`src/dllr_pkg.sv`:
```
// Package: shared types, constants and colour functions for the line renderer.
package dllr_pkg;

   localparam int LIST_LINES_DEF    = 307;
   localparam int BLANK_LINES_DEF   = 19;
   localparam int VISIBLE_LINES_DEF = 288;
   localparam logic [15:0] WALK_START = 16'o270;
   localparam int QUEUE_DEPTH = 4;

   typedef enum logic [1:0] {
      OP_FRAME = 2'd0,
      OP_DESC  = 2'd1,
      OP_OCTET = 2'd2,
      OP_NONE  = 2'd3
   } opcode_type;

   typedef enum logic [1:0] {
      KIND_DESC   = 2'd0,
      KIND_DOT    = 2'd1,
      KIND_REPORT = 2'd2
   } kind_type;

   localparam logic [1:0] MODE_RGB  = 2'd0;
   localparam logic [1:0] MODE_GRB  = 2'd1;
   localparam logic [1:0] MODE_GREY = 2'd2;

   // One queued job for the back end
   typedef struct packed {
      kind_type    kind;
      logic [15:0] fetch_address;
      logic        fetch_extended;
      logic [15:0] line_address;
      logic        line_visible;
      logic [6:0]  octets_in_line;
      logic [23:0] plane_bytes;
      logic [31:0] palette;
      logic [2:0]  brightness;
      logic [3:0]  cursor_colour;
      logic        cursor_on;
      logic        cursor_single;
      logic [2:0]  cursor_dot;
      logic [1:0]  scale;
      logic [8:0]  count;
   } job_type;

   function automatic logic [7:0] channel_level(logic on, logic bright, logic dim);
      logic [7:0] v;
      if (!on) v = 8'h00;
      else if (bright) v = dim ? 8'hDF : 8'hFF;
      else v = dim ? 8'h60 : 8'h80;
      return v;
   endfunction

   function automatic logic [23:0] rom_colour(logic [1:0] mode, logic [6:0] index);
      logic [7:0]  r, g, b;
      logic [23:0] c;
      logic [2:0]  lv;
      lv = index[2:0];
      r = channel_level(index[2], index[3], index[6]);
      g = channel_level(index[1], index[3], index[5]);
      b = channel_level(index[0], index[3], index[4]);
      if (mode == MODE_GREY) begin
         c = (lv == 3'd7) ? 24'hFFFFFF : 24'(24'h242424 * lv);
      end else if (mode == MODE_GRB) begin
         c = {g, r, b};
      end else begin
         c = {r, g, b};
      end
      return c;
   endfunction

endpackage

```
`src/dllr_front.sv`:
```
// Front end: accepts items, walks the descriptor list and builds back-end jobs.
module dllr_front #(
   parameter int LIST_LINES    = dllr_pkg::LIST_LINES_DEF,
   parameter int BLANK_LINES   = dllr_pkg::BLANK_LINES_DEF,
   parameter int VISIBLE_LINES = dllr_pkg::VISIBLE_LINES_DEF
) (
   input  logic              clock,
   input  logic              reset,
   input  logic              in_valid,
   output logic              in_ready,
   input  logic [1:0]        opcode,
   input  logic [8:0]        line_number,
   input  logic [15:0]       ext_word_low,
   input  logic [15:0]       ext_word_high,
   input  logic [15:0]       dot_address,
   input  logic [15:0]       link_word,
   input  logic [23:0]       plane_bytes,
   output logic              job_valid,
   input  logic              job_ready,
   output dllr_pkg::job_type job
);
   logic [15:0] next_address_ff, next_address_in;
   logic next_extended_ff, next_extended_in, next_is_palette_ff, next_is_palette_in;
   logic cursor_active_ff, cursor_active_in;
   logic [31:0] palette_ff, palette_in;
   logic [2:0] bright_ff, bright_in;
   logic [3:0] cur_colour_ff, cur_colour_in;
   logic cur_single_ff, cur_single_in;
   logic [6:0] cur_octet_ff, cur_octet_in;
   logic [2:0] cur_dot_ff, cur_dot_in;
   logic [1:0] scale_ff, scale_in;
   logic [6:0] octet_pos_ff, octet_pos_in;
   logic [8:0] count_ff, count_in;
   logic take, emits;
   logic [1:0] sc;
   logic [15:0] shifted;
   dllr_pkg::opcode_type op;

   assign op = dllr_pkg::opcode_type'(opcode);
   assign in_ready = job_ready;
   assign take = in_valid && in_ready;

   // Update walk state and form the job
   always_comb begin
      next_address_in = next_address_ff;
      next_extended_in = next_extended_ff;
      next_is_palette_in = next_is_palette_ff;
      cursor_active_in = cursor_active_ff;
      palette_in = palette_ff;
      bright_in = bright_ff;
      cur_colour_in = cur_colour_ff;
      cur_single_in = cur_single_ff;
      cur_octet_in = cur_octet_ff;
      cur_dot_in = cur_dot_ff;
      scale_in = scale_ff;
      octet_pos_in = octet_pos_ff;
      count_in = count_ff;
      emits = 1'b0;
      sc = scale_ff;
      shifted = '0;
      job = '0;
      job.palette = palette_ff;
      job.brightness = bright_ff;
      job.cursor_colour = cur_colour_ff;
      job.cursor_single = cur_single_ff;
      job.cursor_dot = cur_dot_ff;
      job.scale = scale_ff;
      job.plane_bytes = plane_bytes;
      unique case (op)
         dllr_pkg::OP_FRAME: begin
            emits = 1'b1;
            job.kind = dllr_pkg::KIND_REPORT;
            job.count = count_ff;
            next_address_in = dllr_pkg::WALK_START;
            next_extended_in = 1'b0;
            next_is_palette_in = 1'b0;
            cursor_active_in = 1'b0;
            count_in = '0;
         end
         dllr_pkg::OP_DESC: begin
            if (32'(line_number) < 32'(LIST_LINES)) begin
               emits = 1'b1;
               if (next_extended_ff) begin
                  if (next_is_palette_ff) begin
                     palette_in = {ext_word_high, ext_word_low};
                  end else begin
                     sc = ext_word_high[5:4];
                     scale_in = sc;
                     bright_in = 3'd7 - ext_word_high[2:0];
                     cur_colour_in = ext_word_low[3:0];
                     cur_single_in = ext_word_low[4];
                     cur_dot_in = ext_word_low[7:5];
                     shifted = {8'd0, ext_word_low[15:8]} >> sc;
                     cur_octet_in = shifted[6:0];
                  end
               end
               next_extended_in = link_word[1];
               if (link_word[1]) begin
                  next_address_in = {link_word[15:3], 3'd0};
                  next_is_palette_in = link_word[2];
               end else begin
                  next_address_in = {link_word[15:2], 2'd0};
               end
               if (link_word[0]) cursor_active_in = ~cursor_active_ff;
               if (count_ff != 9'h1FF) count_in = count_ff + 9'd1;
               octet_pos_in = '0;
               job.kind = dllr_pkg::KIND_DESC;
               job.fetch_address = next_address_in;
               job.fetch_extended = next_extended_in;
               job.line_address = dot_address;
               job.line_visible = (32'(line_number) >= 32'(BLANK_LINES)) &&
                  (32'(line_number) - 32'(BLANK_LINES) < 32'(VISIBLE_LINES));
               job.octets_in_line = 7'(7'd80 >> sc);
            end
         end
         dllr_pkg::OP_OCTET: begin
            emits = 1'b1;
            job.kind = dllr_pkg::KIND_DOT;
            job.cursor_on = cursor_active_ff && (octet_pos_ff == cur_octet_ff);
            if (octet_pos_ff != 7'h7F) octet_pos_in = octet_pos_ff + 7'd1;
         end
         default: ;
      endcase
   end

   assign job_valid = take && emits;

   // Commit state on each accepted item
   always_ff @(posedge clock) begin
      if (reset) begin
         next_address_ff <= dllr_pkg::WALK_START;
         next_extended_ff <= 1'b0;
         next_is_palette_ff <= 1'b0;
         cursor_active_ff <= 1'b0;
         palette_ff <= '0;
         bright_ff <= '0;
         cur_colour_ff <= '0;
         cur_single_ff <= 1'b0;
         cur_octet_ff <= '0;
         cur_dot_ff <= '0;
         scale_ff <= '0;
         octet_pos_ff <= '0;
         count_ff <= '0;
      end else if (take) begin
         next_address_ff <= next_address_in;
         next_extended_ff <= next_extended_in;
         next_is_palette_ff <= next_is_palette_in;
         cursor_active_ff <= cursor_active_in;
         palette_ff <= palette_in;
         bright_ff <= bright_in;
         cur_colour_ff <= cur_colour_in;
         cur_single_ff <= cur_single_in;
         cur_octet_ff <= cur_octet_in;
         cur_dot_ff <= cur_dot_in;
         scale_ff <= scale_in;
         octet_pos_ff <= octet_pos_in;
         count_ff <= count_in;
      end
   end
endmodule

```
`src/dllr_queue.sv`:
```
// Job queue: small FIFO between front end and back end.
module dllr_queue #(
   parameter int DEPTH = dllr_pkg::QUEUE_DEPTH
) (
   input  logic              clock,
   input  logic              reset,
   input  logic              wr_valid,
   output logic              wr_ready,
   input  dllr_pkg::job_type wr_job,
   output logic              rd_valid,
   input  logic              rd_ready,
   output dllr_pkg::job_type rd_job
);
   localparam int AW = (DEPTH > 1) ? $clog2(DEPTH) : 1;
   dllr_pkg::job_type mem_ff [DEPTH];
   logic [AW-1:0] wp_ff, rp_ff;
   logic [AW:0] cnt_ff;
   logic do_wr, do_rd;

   assign wr_ready = (32'(cnt_ff) < DEPTH);
   assign rd_valid = (cnt_ff != '0);
   assign rd_job = mem_ff[rp_ff];
   assign do_wr = wr_valid && wr_ready;
   assign do_rd = rd_valid && rd_ready;

   // Store entries
   always_ff @(posedge clock) begin
      if (do_wr) mem_ff[wp_ff] <= wr_job;
   end

   // Advance pointers
   always_ff @(posedge clock) begin
      if (reset) begin
         wp_ff <= '0;
         rp_ff <= '0;
         cnt_ff <= '0;
      end else begin
         if (do_wr) wp_ff <= (32'(wp_ff) == DEPTH - 1) ? '0 : wp_ff + 1'b1;
         if (do_rd) rp_ff <= (32'(rp_ff) == DEPTH - 1) ? '0 : rp_ff + 1'b1;
         cnt_ff <= cnt_ff + (AW+1)'(do_wr) - (AW+1)'(do_rd);
      end
   end
endmodule

```
`src/dllr_back.sv`:
```
// Back end: emits replies, reports and eight colour-mapped dots per octet.
module dllr_back (
   input  logic              clock,
   input  logic              reset,
   input  logic [1:0]        color_mode,
   input  logic              job_valid,
   output logic              job_ready,
   input  dllr_pkg::job_type job,
   output logic              out_valid,
   input  logic              out_ready,
   output logic [1:0]        result_kind,
   output logic [15:0]       fetch_address,
   output logic              fetch_extended,
   output logic [15:0]       line_address,
   output logic              line_visible,
   output logic [6:0]        octets_in_line,
   output logic [23:0]       dot_color,
   output logic [3:0]        dot_repeat,
   output logic              last_dot,
   output logic [8:0]        descriptors_done
);
   logic [2:0] dot_ff, dot_in;
   logic valid_ff, valid_in;
   logic [1:0] kind_ff;
   logic [15:0] fa_ff, la_ff;
   logic fe_ff, lv_ff, last_ff;
   logic [6:0] oil_ff;
   logic [23:0] col_ff, col;
   logic [3:0] rep_ff;
   logic [8:0] done_ff;
   logic load, is_dot, finish;
   logic [2:0] c;
   logic [3:0] yrgb;

   assign is_dot = job.kind == dllr_pkg::KIND_DOT;
   assign load = job_valid && (!valid_ff || out_ready);
   assign finish = !is_dot || dot_ff == 3'd7;
   assign job_ready = load && finish;

   // Look up the current dot
   always_comb begin
      c = {job.plane_bytes[5'd16 + 5'(dot_ff)], job.plane_bytes[5'd8 + 5'(dot_ff)],
           job.plane_bytes[5'(dot_ff)]};
      yrgb = job.palette[{c, 2'b00} +: 4];
      col = dllr_pkg::rom_colour(color_mode, {job.brightness, yrgb});
      if (job.cursor_on && (!job.cursor_single || dot_ff == job.cursor_dot))
         col = dllr_pkg::rom_colour(color_mode, {3'd0, job.cursor_colour});
   end

   assign valid_in = load ? 1'b1 : (valid_ff && !out_ready);
   assign dot_in = (load && is_dot) ? dot_ff + 3'd1 : dot_ff;

   // Hold control state
   always_ff @(posedge clock) begin
      if (reset) begin
         valid_ff <= 1'b0;
         dot_ff <= '0;
      end else begin
         valid_ff <= valid_in;
         dot_ff <= dot_in;
      end
   end

   // Load output register
   always_ff @(posedge clock) begin
      if (load) begin
         kind_ff <= job.kind;
         fa_ff <= is_dot ? '0 : job.fetch_address;
         fe_ff <= job.fetch_extended;
         la_ff <= job.line_address;
         lv_ff <= job.line_visible;
         oil_ff <= job.octets_in_line;
         col_ff <= is_dot ? col : '0;
         rep_ff <= is_dot ? 4'(4'd1 << job.scale) : '0;
         last_ff <= is_dot && dot_ff == 3'd7;
         done_ff <= job.count;
      end
   end

   assign out_valid = valid_ff;
   assign result_kind = kind_ff;
   assign fetch_address = fa_ff;
   assign fetch_extended = fe_ff;
   assign line_address = la_ff;
   assign line_visible = lv_ff;
   assign octets_in_line = oil_ff;
   assign dot_color = col_ff;
   assign dot_repeat = rep_ff;
   assign last_dot = last_ff;
   assign descriptors_done = done_ff;
endmodule

```
`src/display_list_line_renderer.sv`:
```
// Top level: display list line renderer.
// Usage:
//  - req_ channel carries one item per transaction: frame start, line descriptor
//    or dot octet, selected by req_tuser (opcode).
//  - rsp_ channel returns descriptor replies, frame reports and dots; rsp_tuser
//    holds the result kind, rsp_tlast marks the eighth dot of an octet.
//  - csr_ write sets the colour mode; write only while the block is idle.
// Path: when idle, an accepted item is written into the job queue and then loaded
// into the back-end output register, where its first result is presented.
// Throughput: a descriptor or frame item gives one result; an octet gives eight
// dots, one dot per cycle while rsp_tready is high, set by the dot sequencer.
// The front end takes items back to back while the four-entry job queue has room.
// Reset: synchronous; the walk restarts at octal 270, all setup is cleared,
// the queue and output register empty.
// Stall: when rsp_tready is low the output register holds, the back end waits,
// the queue fills and then req_tready drops.
module display_list_line_renderer #(
   parameter int LIST_LINES    = dllr_pkg::LIST_LINES_DEF,
   parameter int BLANK_LINES   = dllr_pkg::BLANK_LINES_DEF,
   parameter int VISIBLE_LINES = dllr_pkg::VISIBLE_LINES_DEF,
   parameter int QUEUE_DEPTH   = dllr_pkg::QUEUE_DEPTH
) (
   input  logic         clock,
   input  logic         reset,
   input  logic         csr_wr_en,
   input  logic [1:0]   csr_wr_data,
   input  logic         req_tvalid,
   output logic         req_tready,
   // line_number[8:0], ext_word_low[24:9], ext_word_high[40:25], dot_address[56:41],
   // link_word[72:57], plane0_byte[80:73], plane1_byte[88:81], plane2_byte[96:89]
   input  logic [103:0] req_tdata,
   // opcode[1:0]
   input  logic [1:0]   req_tuser,
   output logic         rsp_tvalid,
   input  logic         rsp_tready,
   // fetch_address[15:0], fetch_extended[16], line_address[32:17],
   // line_visible[33], octets_in_line[40:34], dot_color[64:41],
   // dot_repeat[68:65], descriptors_done[77:69]
   output logic [79:0]  rsp_tdata,
   // result_kind[1:0]
   output logic [1:0]   rsp_tuser,
   output logic         rsp_tlast
);
   logic [1:0] mode_ff;
   logic fq_valid, fq_ready, bq_valid, bq_ready;
   dllr_pkg::job_type fjob, bjob;
   logic [15:0] fa, la;
   logic fe, lv, ld;
   logic [6:0] oil;
   logic [23:0] dc;
   logic [3:0] dr;
   logic [8:0] dd;

   // Hold the colour mode register
   always_ff @(posedge clock) begin
      if (reset) mode_ff <= dllr_pkg::MODE_RGB;
      else if (csr_wr_en) mode_ff <= csr_wr_data;
   end

   dllr_front #(.LIST_LINES(LIST_LINES), .BLANK_LINES(BLANK_LINES),
                .VISIBLE_LINES(VISIBLE_LINES)) u_front (
      .clock, .reset,
      .in_valid(req_tvalid), .in_ready(req_tready),
      .opcode(req_tuser), .line_number(req_tdata[8:0]),
      .ext_word_low(req_tdata[24:9]), .ext_word_high(req_tdata[40:25]),
      .dot_address(req_tdata[56:41]), .link_word(req_tdata[72:57]),
      .plane_bytes({req_tdata[96:89], req_tdata[88:81], req_tdata[80:73]}),
      .job_valid(fq_valid), .job_ready(fq_ready), .job(fjob)
   );

   dllr_queue #(.DEPTH(QUEUE_DEPTH)) u_queue (
      .clock, .reset,
      .wr_valid(fq_valid), .wr_ready(fq_ready), .wr_job(fjob),
      .rd_valid(bq_valid), .rd_ready(bq_ready), .rd_job(bjob)
   );

   dllr_back u_back (
      .clock, .reset, .color_mode(mode_ff),
      .job_valid(bq_valid), .job_ready(bq_ready), .job(bjob),
      .out_valid(rsp_tvalid), .out_ready(rsp_tready),
      .result_kind(rsp_tuser), .fetch_address(fa), .fetch_extended(fe),
      .line_address(la), .line_visible(lv), .octets_in_line(oil),
      .dot_color(dc), .dot_repeat(dr), .last_dot(ld), .descriptors_done(dd)
   );

   logic is_desc, is_rep;
   assign is_desc = rsp_tuser == dllr_pkg::KIND_DESC;
   assign is_rep = rsp_tuser == dllr_pkg::KIND_REPORT;
   assign rsp_tdata = {2'b00, is_rep ? dd : 9'd0, dr, dc, is_desc ? oil : 7'd0,
                       is_desc & lv, is_desc ? la : 16'd0, is_desc & fe, fa};
   assign rsp_tlast = ld;
endmodule

```
`config.mk`:
```
export PLATFORM = sky130hd
export DESIGN_NAME = display_list_line_renderer
export DESIGN_NICKNAME = d
export VERILOG_FILES = /design/src/dllr_pkg.sv /design/src/dllr_front.sv /design/src/dllr_queue.sv /design/src/dllr_back.sv /design/src/display_list_line_renderer.sv
export SDC_FILE = /design/constraint.sdc
export NUM_CORES = 1
export LEC_CHECK = 0
export BUFFER_PORTS_ARGS = -buffer_cell sky130_fd_sc_hd__clkbuf_2
export CORE_ASPECT_RATIO = 0.7
export CORE_MARGIN = 2
export CORE_UTILIZATION = 30
export CTS_CLUSTER_DIAMETER = 200
export DETAILED_ROUTE_END_ITERATION = 8
export SLEW_MARGIN = 30
export SYNTH_ARGS = -nofsm -noshare
export SYNTH_HDL_FRONTEND = slang
export SYNTH_SLANG_ARGS = --single-unit
```
`constraint.sdc`:
```
create_clock -name clock -period 17.4 [get_ports clock]
set_input_delay 0.87 -clock clock [delete_from_list [all_inputs] [get_ports clock]]
set_output_delay 0.87 -clock clock [all_outputs]
set_load 0.02 [all_outputs]
```
==> flow_metrics.tcl, run 1 <==
set metrics [dict create \
    ys_seq_area_frac 0.727 \
    run_status "completed" \
    power.density_nw_per_um2 152 \
    total_count_of_hold_check_failures_in_the_final_report 0 \
    synthesis.instances 1471 \
    cts_max_path_buffers 3 \
    netlist-cell-type-count 68 \
    finalCriticalPeriod_ns 5.10 \
    vias 13225 \
    routed_wirelength_um 56400 \
    layout.cells.most_common "sky130_fd_sc_hd__edfxtp_1" \
    hold_path_startpoint "u_front.cur_octet_ff[2]" \
    final.period_utilization 0.293 \
    cts_tree "yes" \
    worstPathMaxFanout 16 \
    timing.max_slew.rel_slack 0.346 \
    cts_hold_repair.buffers 0 \
    cts_repair_resize_count 0 \
    numPlacedInstances 2723 \
    r2r_cells 13 \
    route.detailed.vias_per_inst 4.65 \
    synth-main-ff-cell "sky130_fd_sc_hd__edfxtp_1" \
    final-max-slew-violation-count 0 \
    drt_iter0_drc 881 \
    maximum_number_of_pins_on_one_net_before_global_route_repair 74 \
    cts_max_level 3 \
    setup-violations-final 0 \
    n_fill_cell 7771 \
    cts.repair_timing.setup_buffer_count 0 \
    std_cell_rows 88 \
    detailed_routing_iteration_count_for_the_pre_antenna_repair_pass 5 \
    grt_setup_unrepaired "false" \
    setup_tns_ns 0 \
    route.antenna.remaining_nets 0 \
    postSynth.asyncResetShare 0 \
    grt_pass1_vias 13765 \
    clk_transition_reported_paths_ns 0.07 \
    final_cells 2844 \
    io_buffer_count 185 \
    globalRouteTotalUtil 0.130 \
    cts_root_buffer "sky130_fd_sc_hd__clkbuf_16" \
    floorplan.die.height_um 246 \
    fp.dieW_um 350 \
    leakage_dissipation_nw 9.97 \
    beginning_of_the_worst_register_to_register_path "u_back.dot_ff[0]" \
    ys_warn_count 0 \
    initial_standard_cell_utilization_of_the_core 0.304 \
    timing.critical_path.arrival_ns 5.43 \
    skew_ns 0.0150 \
    ir_worst_vdd_mv 0.0840 \
    final_cell_mix "551 x sky130_fd_sc_hd__edfxtp_1, 185 x sky130_fd_sc_hd__clkbuf_2, 131 x sky130_fd_sc_hd__nand2_1" \
    synth.cell_area_um2 25100 \
    gpl.final_weighted_congestion 0.773 \
    post_synth.cell_area_avg_um2 17.1 \
    crit_path_top_delay_cell "sky130_fd_sc_hd__dfxtp_1" \
    global_route_wire_length_before_repair_um 84100 \
    grt_overflow 0 \
    min_path_type "flop to flop" \
    wire_per_inst_um 19.8 \
    postSynthRegisterBits 637 \
    critical_path.reg2reg.endpoint "u_back.dot_color[22]" \
    hold-path-cell-count 2 \
    post-route-drc-count 0 \
    dp_hpwl_um 34900 \
    coreArea_um2 82700 \
    timing.setup.critical_path_class "flop to flop" \
    critPathCaptureType "flop" \
    worst_hold_path.endpoint "u_front.cur_octet_ff[2]" \
    worst_ep_required_time_ns 17.74 \
    setup.worst_path.start_class "flop" \
    max_cap_violations 0 \
    tritoncts_buffer_count 66 \
    final_core_utilization 0.356 \
    cp_peak_stage_delay_ns 0.84 \
    fp.dieArea_um2 86200 \
    fmaxAchievable_ghz 0.196 \
    crit_chain "nor2b_1 > a22oi_1 > and3_1 > a31oi_2 > and2_1 > mux2i_1 > o22ai_1 > a221o_1 > inv_1 > ha_1 > nor3_1 > a2111oi_2 > nor2_1" \
    synth_edf_count 551 \
    clock_insertion_delay_worst_skew_ns 0.59 \
    ioPinCount 198 \
    synthToLayoutAreaGrowth_pct 17.2 \
    finalNetCount 1799 \
    initial_antenna_violation_count 11 \
    clkSinkCount 637 \
    drive_gt1_frac 0.263 \
    tightest_slew_ns 0.971 \
    timing.reg2reg.setup_slack_ns 12.30 \
]
worst max-delay path: cells and delay by family (launching register included):
| kind | cells | cell delay, ns |
|---|---|---|
| simple gates | 5 | 1.54 |
| mux | 1 | 0.46 |
| fa+ha+maj | 1 | 0.23 |
| flops | 1 | 0.84 |
| compound gates | 5 | 1.49 |
| buf+inv | 1 | 0.26 |
synth_stat cells (10+ instances only):
| library cell | number | area share |
|---|---|---|
| sky130_fd_sc_hd__a21oi_1 | 86 | 0.017 |
| sky130_fd_sc_hd__and2_1 | 94 | 0.023 |
| sky130_fd_sc_hd__and3_1 | 10 | 0.0025 |
| sky130_fd_sc_hd__buf_2 | 10 | 0.0020 |
| sky130_fd_sc_hd__buf_4 | 13 | 0.0039 |
| sky130_fd_sc_hd__clkbuf_1 | 43 | 0.0064 |
| sky130_fd_sc_hd__dfxtp_1 | 86 | 0.068 |
| sky130_fd_sc_hd__edfxtp_1 | 551 | 0.66 |
| sky130_fd_sc_hd__ha_1 | 18 | 0.0090 |
| sky130_fd_sc_hd__inv_1 | 27 | 0.0040 |
| sky130_fd_sc_hd__mux2i_1 | 32 | 0.013 |
| sky130_fd_sc_hd__mux4_2 | 113 | 0.10 |
| sky130_fd_sc_hd__nand2_1 | 131 | 0.020 |
| sky130_fd_sc_hd__nand3_1 | 21 | 0.0042 |
| sky130_fd_sc_hd__nor2_1 | 61 | 0.0091 |
| sky130_fd_sc_hd__nor2b_1 | 14 | 0.0035 |
| sky130_fd_sc_hd__o21ai_0 | 15 | 0.0030 |
| sky130_fd_sc_hd__xor2_1 | 12 | 0.0042 |
kinds of logic (layout without fill, tap and decap cells):
group | Yosys count | after routing | share of synthesized area
AOI/OAI and AO/OA | 157 | 157 | 0.0404
xor gates and xnor gates | 20 | 20 | 0.00697
adders and majority gates | 20 | 20 | 0.0102
buffers and inverters | 108 | 349 | 0.0199
DFF | 637 | 637 | 0.727
muxes | 157 | 157 | 0.122
other | 1 | 8 | 0.000149
and+or+nand+nor | 371 | 371 | 0.0738
stage by stage:
stage,hold slack (ns),power [mW],setup WS (ns),instance area [µm²]
6_report,0.473,4.48,12.30,29500
5_1_grt,0.464,4.69,11.97,29500
3_5_place_dp,0.462,3.12,12.13,27300
2_1_floorplan,0.443,2.77,11.03,25200
3_3_place_gp,0.465,3.10,12.22,27300
4_1_cts,0.446,4.54,12.15,29400
state kept, by name (all words and copies together) (netlist names), 2 cells and up, named ones only:
signal / flops
u_queue.mem_ff: 476
u_front.palette_ff: 32
u_back.dot_color: 21
u_back.line_address: 16
u_back.fetch_address: 14
u_back.descriptors_done: 9
u_front.count_ff: 9
u_front.cur_octet_ff: 7
u_front.octet_pos_ff: 7
u_back.octets_in_line: 6
u_back.dot_repeat: 4
u_front.cur_colour_ff: 4
u_back.dot_ff: 3
u_front.bright_ff: 3
u_front.cur_dot_ff: 3
u_queue.cnt_ff: 3
mode_ff: 2
u_back.result_kind: 2
u_front.scale_ff: 2
u_queue.rp_ff: 2
u_queue.wp_ff: 2
layer usage:
metal  vias to the layer above  wire [µm]  global-route usage
met5                         -         63                   0
met3                        99       3590              0.0380
met4                         8       1330              0.0394
li1                       6041          -                   -
met2                       343      26000               0.205
met1                      6734      25400               0.174
area by class of cell:
type                       instances  area, µm²  area share
clock inverter                    29        350      0.0119
timing repair buffer             202       1080      0.0366
sequential                       637      18300       0.620
multi-input combinational        730       6430       0.218
tap                             1125       1410      0.0478
clock buffer                      88       1790      0.0609
inverter                          30        119     0.00403
antenna                            3       7.51    0.000255
worst max path at each step:
stage                                start                    to  slack [ns]  depth (start not counted)
after floorplan                 rsp_tready     u_queue.cnt_ff[2]       11.03                         11
after global placement                flop  u_back.dot_color[14]       12.22                         14
after detailed placement              flop  u_back.dot_color[22]       12.13                         13
after CTS                             flop  u_back.dot_color[14]       12.15                         14
after global routing      u_back.dot_ff[0]  u_back.dot_color[14]       11.97                         14
final                     u_back.dot_ff[0]  u_back.dot_color[22]       12.30                         13
power by group:
group / internal [mW] / total, mW / switching, mW / leakage, nW
Combinational: 0.442 / 1.13 / 0.690 / 2.91
Sequential: 1.86 / 1.94 / 0.0775 / 6.01
Clock: 0.832 / 1.41 / 0.578 / 1.05
Total: 3.13 / 4.48 / 1.35 / 9.97
Power figures use the tool's default switching activity.
==> run 2, diff against run 1 <==
Clock period 17.4 ns to 4.4 ns, I/O delays scaled along.
==> run 2 against run 1 <==
Compared with the run above:
- die area unchanged
- routed wire length is 1.4% higher
- clock power rose to 3.7 times the previous value
- global-route usage increased by 0.22 points
- first-iteration DRC count increased by 5.1%
- clock skew fell by 0.0038 ns
- sequential cell count did not move
- final area increased by 3.4%
- count of clock-buffer cells in the layout is 17 lower
- non-clock buffer count is 115 higher
- setup slack worse by 12 ns
- critical path type unchanged
- critical endpoint is now u_back.dot_color[14]
==> flow_metrics.tcl, run 2 (synthesized netlist as in run 1, its figures left out) <==
set metrics [dict create \
    run_status "completed" \
    power.density_nw_per_um2 576 \
    largest_register_ffs 476 \
    vias 13792 \
    timing.critical_path.arrival_ns 4.55 \
    grt_setup_unrepaired "false" \
    hold-path-cell-count 3 \
    grt_overflow 0 \
    final-max-slew-violation-count 0 \
    setup_tns_ns 0 \
    tritoncts_buffer_count 60 \
    n_fill_cell 7697 \
    worst_ep_required_time_ns 4.89 \
    numPlacedInstances 2742 \
    routed_wirelength_um 57200 \
    min_path_type "input port to flop" \
    fp.dieArea_um2 86200 \
    route.detailed.vias_per_inst 4.67 \
    ir_worst_vdd_mv 0.372 \
    clk_transition_reported_paths_ns 0.06 \
    timing.max_slew.rel_slack 0.382 \
    r2r_cells 15 \
    cts_max_path_buffers 3 \
    coreArea_um2 82700 \
    synthToLayoutAreaGrowth_pct 21.3 \
    cts_root_buffer "sky130_fd_sc_hd__clkbuf_16" \
    fp.dieW_um 350 \
    clock_insertion_delay_worst_skew_ns 0.63 \
    setup-violations-final 0 \
    dp_hpwl_um 34800 \
    regMostFlops "u_queue.mem_ff" \
    post_dp_cell_area_um2 27500 \
    max_cap_violations 0 \
    final_cell_mix "551 x sky130_fd_sc_hd__edfxtp_1, 185 x sky130_fd_sc_hd__clkbuf_2, 131 x sky130_fd_sc_hd__nand2_1" \
    wire_per_inst_um 19.4 \
    global_route_wire_length_before_repair_um 86400 \
    initial_antenna_violation_count 12 \
    layout_setup_ws_ns 0.332 \
    std_cell_rows 88 \
    post-place-ws_ns 0.384 \
    post-route-drc-count 0 \
    detailed_routing_iteration_count_for_the_pre_antenna_repair_pass 5 \
    worstPathMaxFanout 19 \
    cts_repair_resize_count 0 \
    final.period_utilization 0.925 \
    layout.cells.most_common "sky130_fd_sc_hd__edfxtp_1" \
    cts_max_level 2 \
    ioPinCount 198 \
    floorplan.die.height_um 246 \
    leakage_dissipation_nw 10.4 \
    final_cells 2956 \
    globalRouteTotalUtil 0.132 \
    cts_tree "yes" \
    route.antenna.remaining_nets 0 \
    initial_standard_cell_utilization_of_the_core 0.304 \
    fin_area_um2 30500 \
    io_buffer_count 185 \
    drt_iter0_drc 926 \
    fmaxAchievable_ghz 0.246 \
    critPathCaptureType "flop" \
    drive_gt1_frac 0.254 \
    skew_ns 0.0112 \
    finalCriticalPeriod_ns 4.07 \
    timing.setup.critical_path_class "flop to flop" \
    gpl.final_weighted_congestion 0.828 \
    clkSinkCount 637 \
    post-layout-total-power_mw 17.6 \
    total_count_of_hold_check_failures_in_the_final_report 0 \
    grt_pass1_vias 14288 \
    finalNetCount 1908 \
    setup.worst_path.start_class "flop" \
    tightest_slew_ns 0.928 \
    maximum_number_of_pins_on_one_net_before_global_route_repair 92 \
]
## run 2: changes by cell type in the layout (fill, tap and decap cells not counted), moves of 5 or more
cell / delta
sky130_fd_sc_hd__dlygate4sd3_1: +97
sky130_fd_sc_hd__buf_4: +13
sky130_fd_sc_hd__clkinv_2: +9
sky130_fd_sc_hd__clkbuf_1: -8
sky130_fd_sc_hd__buf_12: +5
sky130_fd_sc_hd__clkbuf_16: -5
sky130_fd_sc_hd__clkinv_1: +5
## run 2: worst paths after layout
path / from / end / slack (ns)
worst min register to register: u_front.count_ff[8] / u_front.count_ff[8] / 0.48
worst max register to register: flop / u_back.dot_color[14] / 0.33
worst max-delay path: flop / u_back.dot_color[14] / 0.33
worst min-delay path: req_tdata[29] / u_front.palette_ff[20] / 0.05
## run 2: area by class of cell
type	count	area, µm²	share of cell area
Inverter	30	119	0.00390
Tap cell	1125	1410	0.0462
Multi-Input combinational cell	730	6420	0.211
Antenna cell	5	12.5	0.000411
Timing Repair Buffer	317	2250	0.0737
Clock inverter	41	417	0.0137
Clock buffer	71	1580	0.0520
Sequential cell	637	18300	0.600
## run 2: report_power, final
group	leakage, nW	switching [mW]	internal (mW)	total, mW
clock	0.986	2.25	2.98	5.23
combinational	3.41	2.82	1.91	4.73
sequential	6.01	0.257	7.35	7.60
total	10.4	5.33	12.2	17.6
## run 2: timing repair
action                                  4_1_cts  5_1_grt
endpoints found under the hold margin       269        0
hold buffers                                 97        0
setup buffers                                 0        0
endpoints found under the setup margin        0        0
## run 2: metrics by stage
stage	hold WS, ns	util
final	0.0475	0.369
after global routing	0.0770	0.369
after CTS	0.000642	0.368
after detailed placement	0.441	0.333
after global placement	0.436	0.333
after floorplan	0.316	-
## run 2: critical path, cell delays in order, from the launching register on
cell,delay (ns)
sky130_fd_sc_hd__dfxtp_4,0.58
sky130_fd_sc_hd__mux4_2,0.55
sky130_fd_sc_hd__mux2_2,0.29
sky130_fd_sc_hd__o22ai_1,0.26
sky130_fd_sc_hd__a211oi_1,0.11
sky130_fd_sc_hd__buf_4,0.17
sky130_fd_sc_hd__and2b_4,0.27
sky130_fd_sc_hd__clkinv_2,0.07
sky130_fd_sc_hd__o22ai_1,0.17
sky130_fd_sc_hd__a221o_1,0.28
sky130_fd_sc_hd__inv_1,0.16
sky130_fd_sc_hd__ha_1,0.24
sky130_fd_sc_hd__maj3_1,0.35
sky130_fd_sc_hd__o21ai_0,0.20
sky130_fd_sc_hd__a21oi_1,0.07
sky130_fd_sc_hd__nor2_1,0.11
## run 2: layer usage
| layer | share of wire | track usage | vias up |
|---|---|---|---|
| met5 | 0.0013 | 0 | - |
| met4 | 0.022 | 0.0380 | 12 |
| met3 | 0.062 | 0.0311 | 102 |
| met2 | 0.46 | 0.209 | 343 |
| met1 | 0.45 | 0.182 | 7056 |
| li1 | - | - | 6279 |
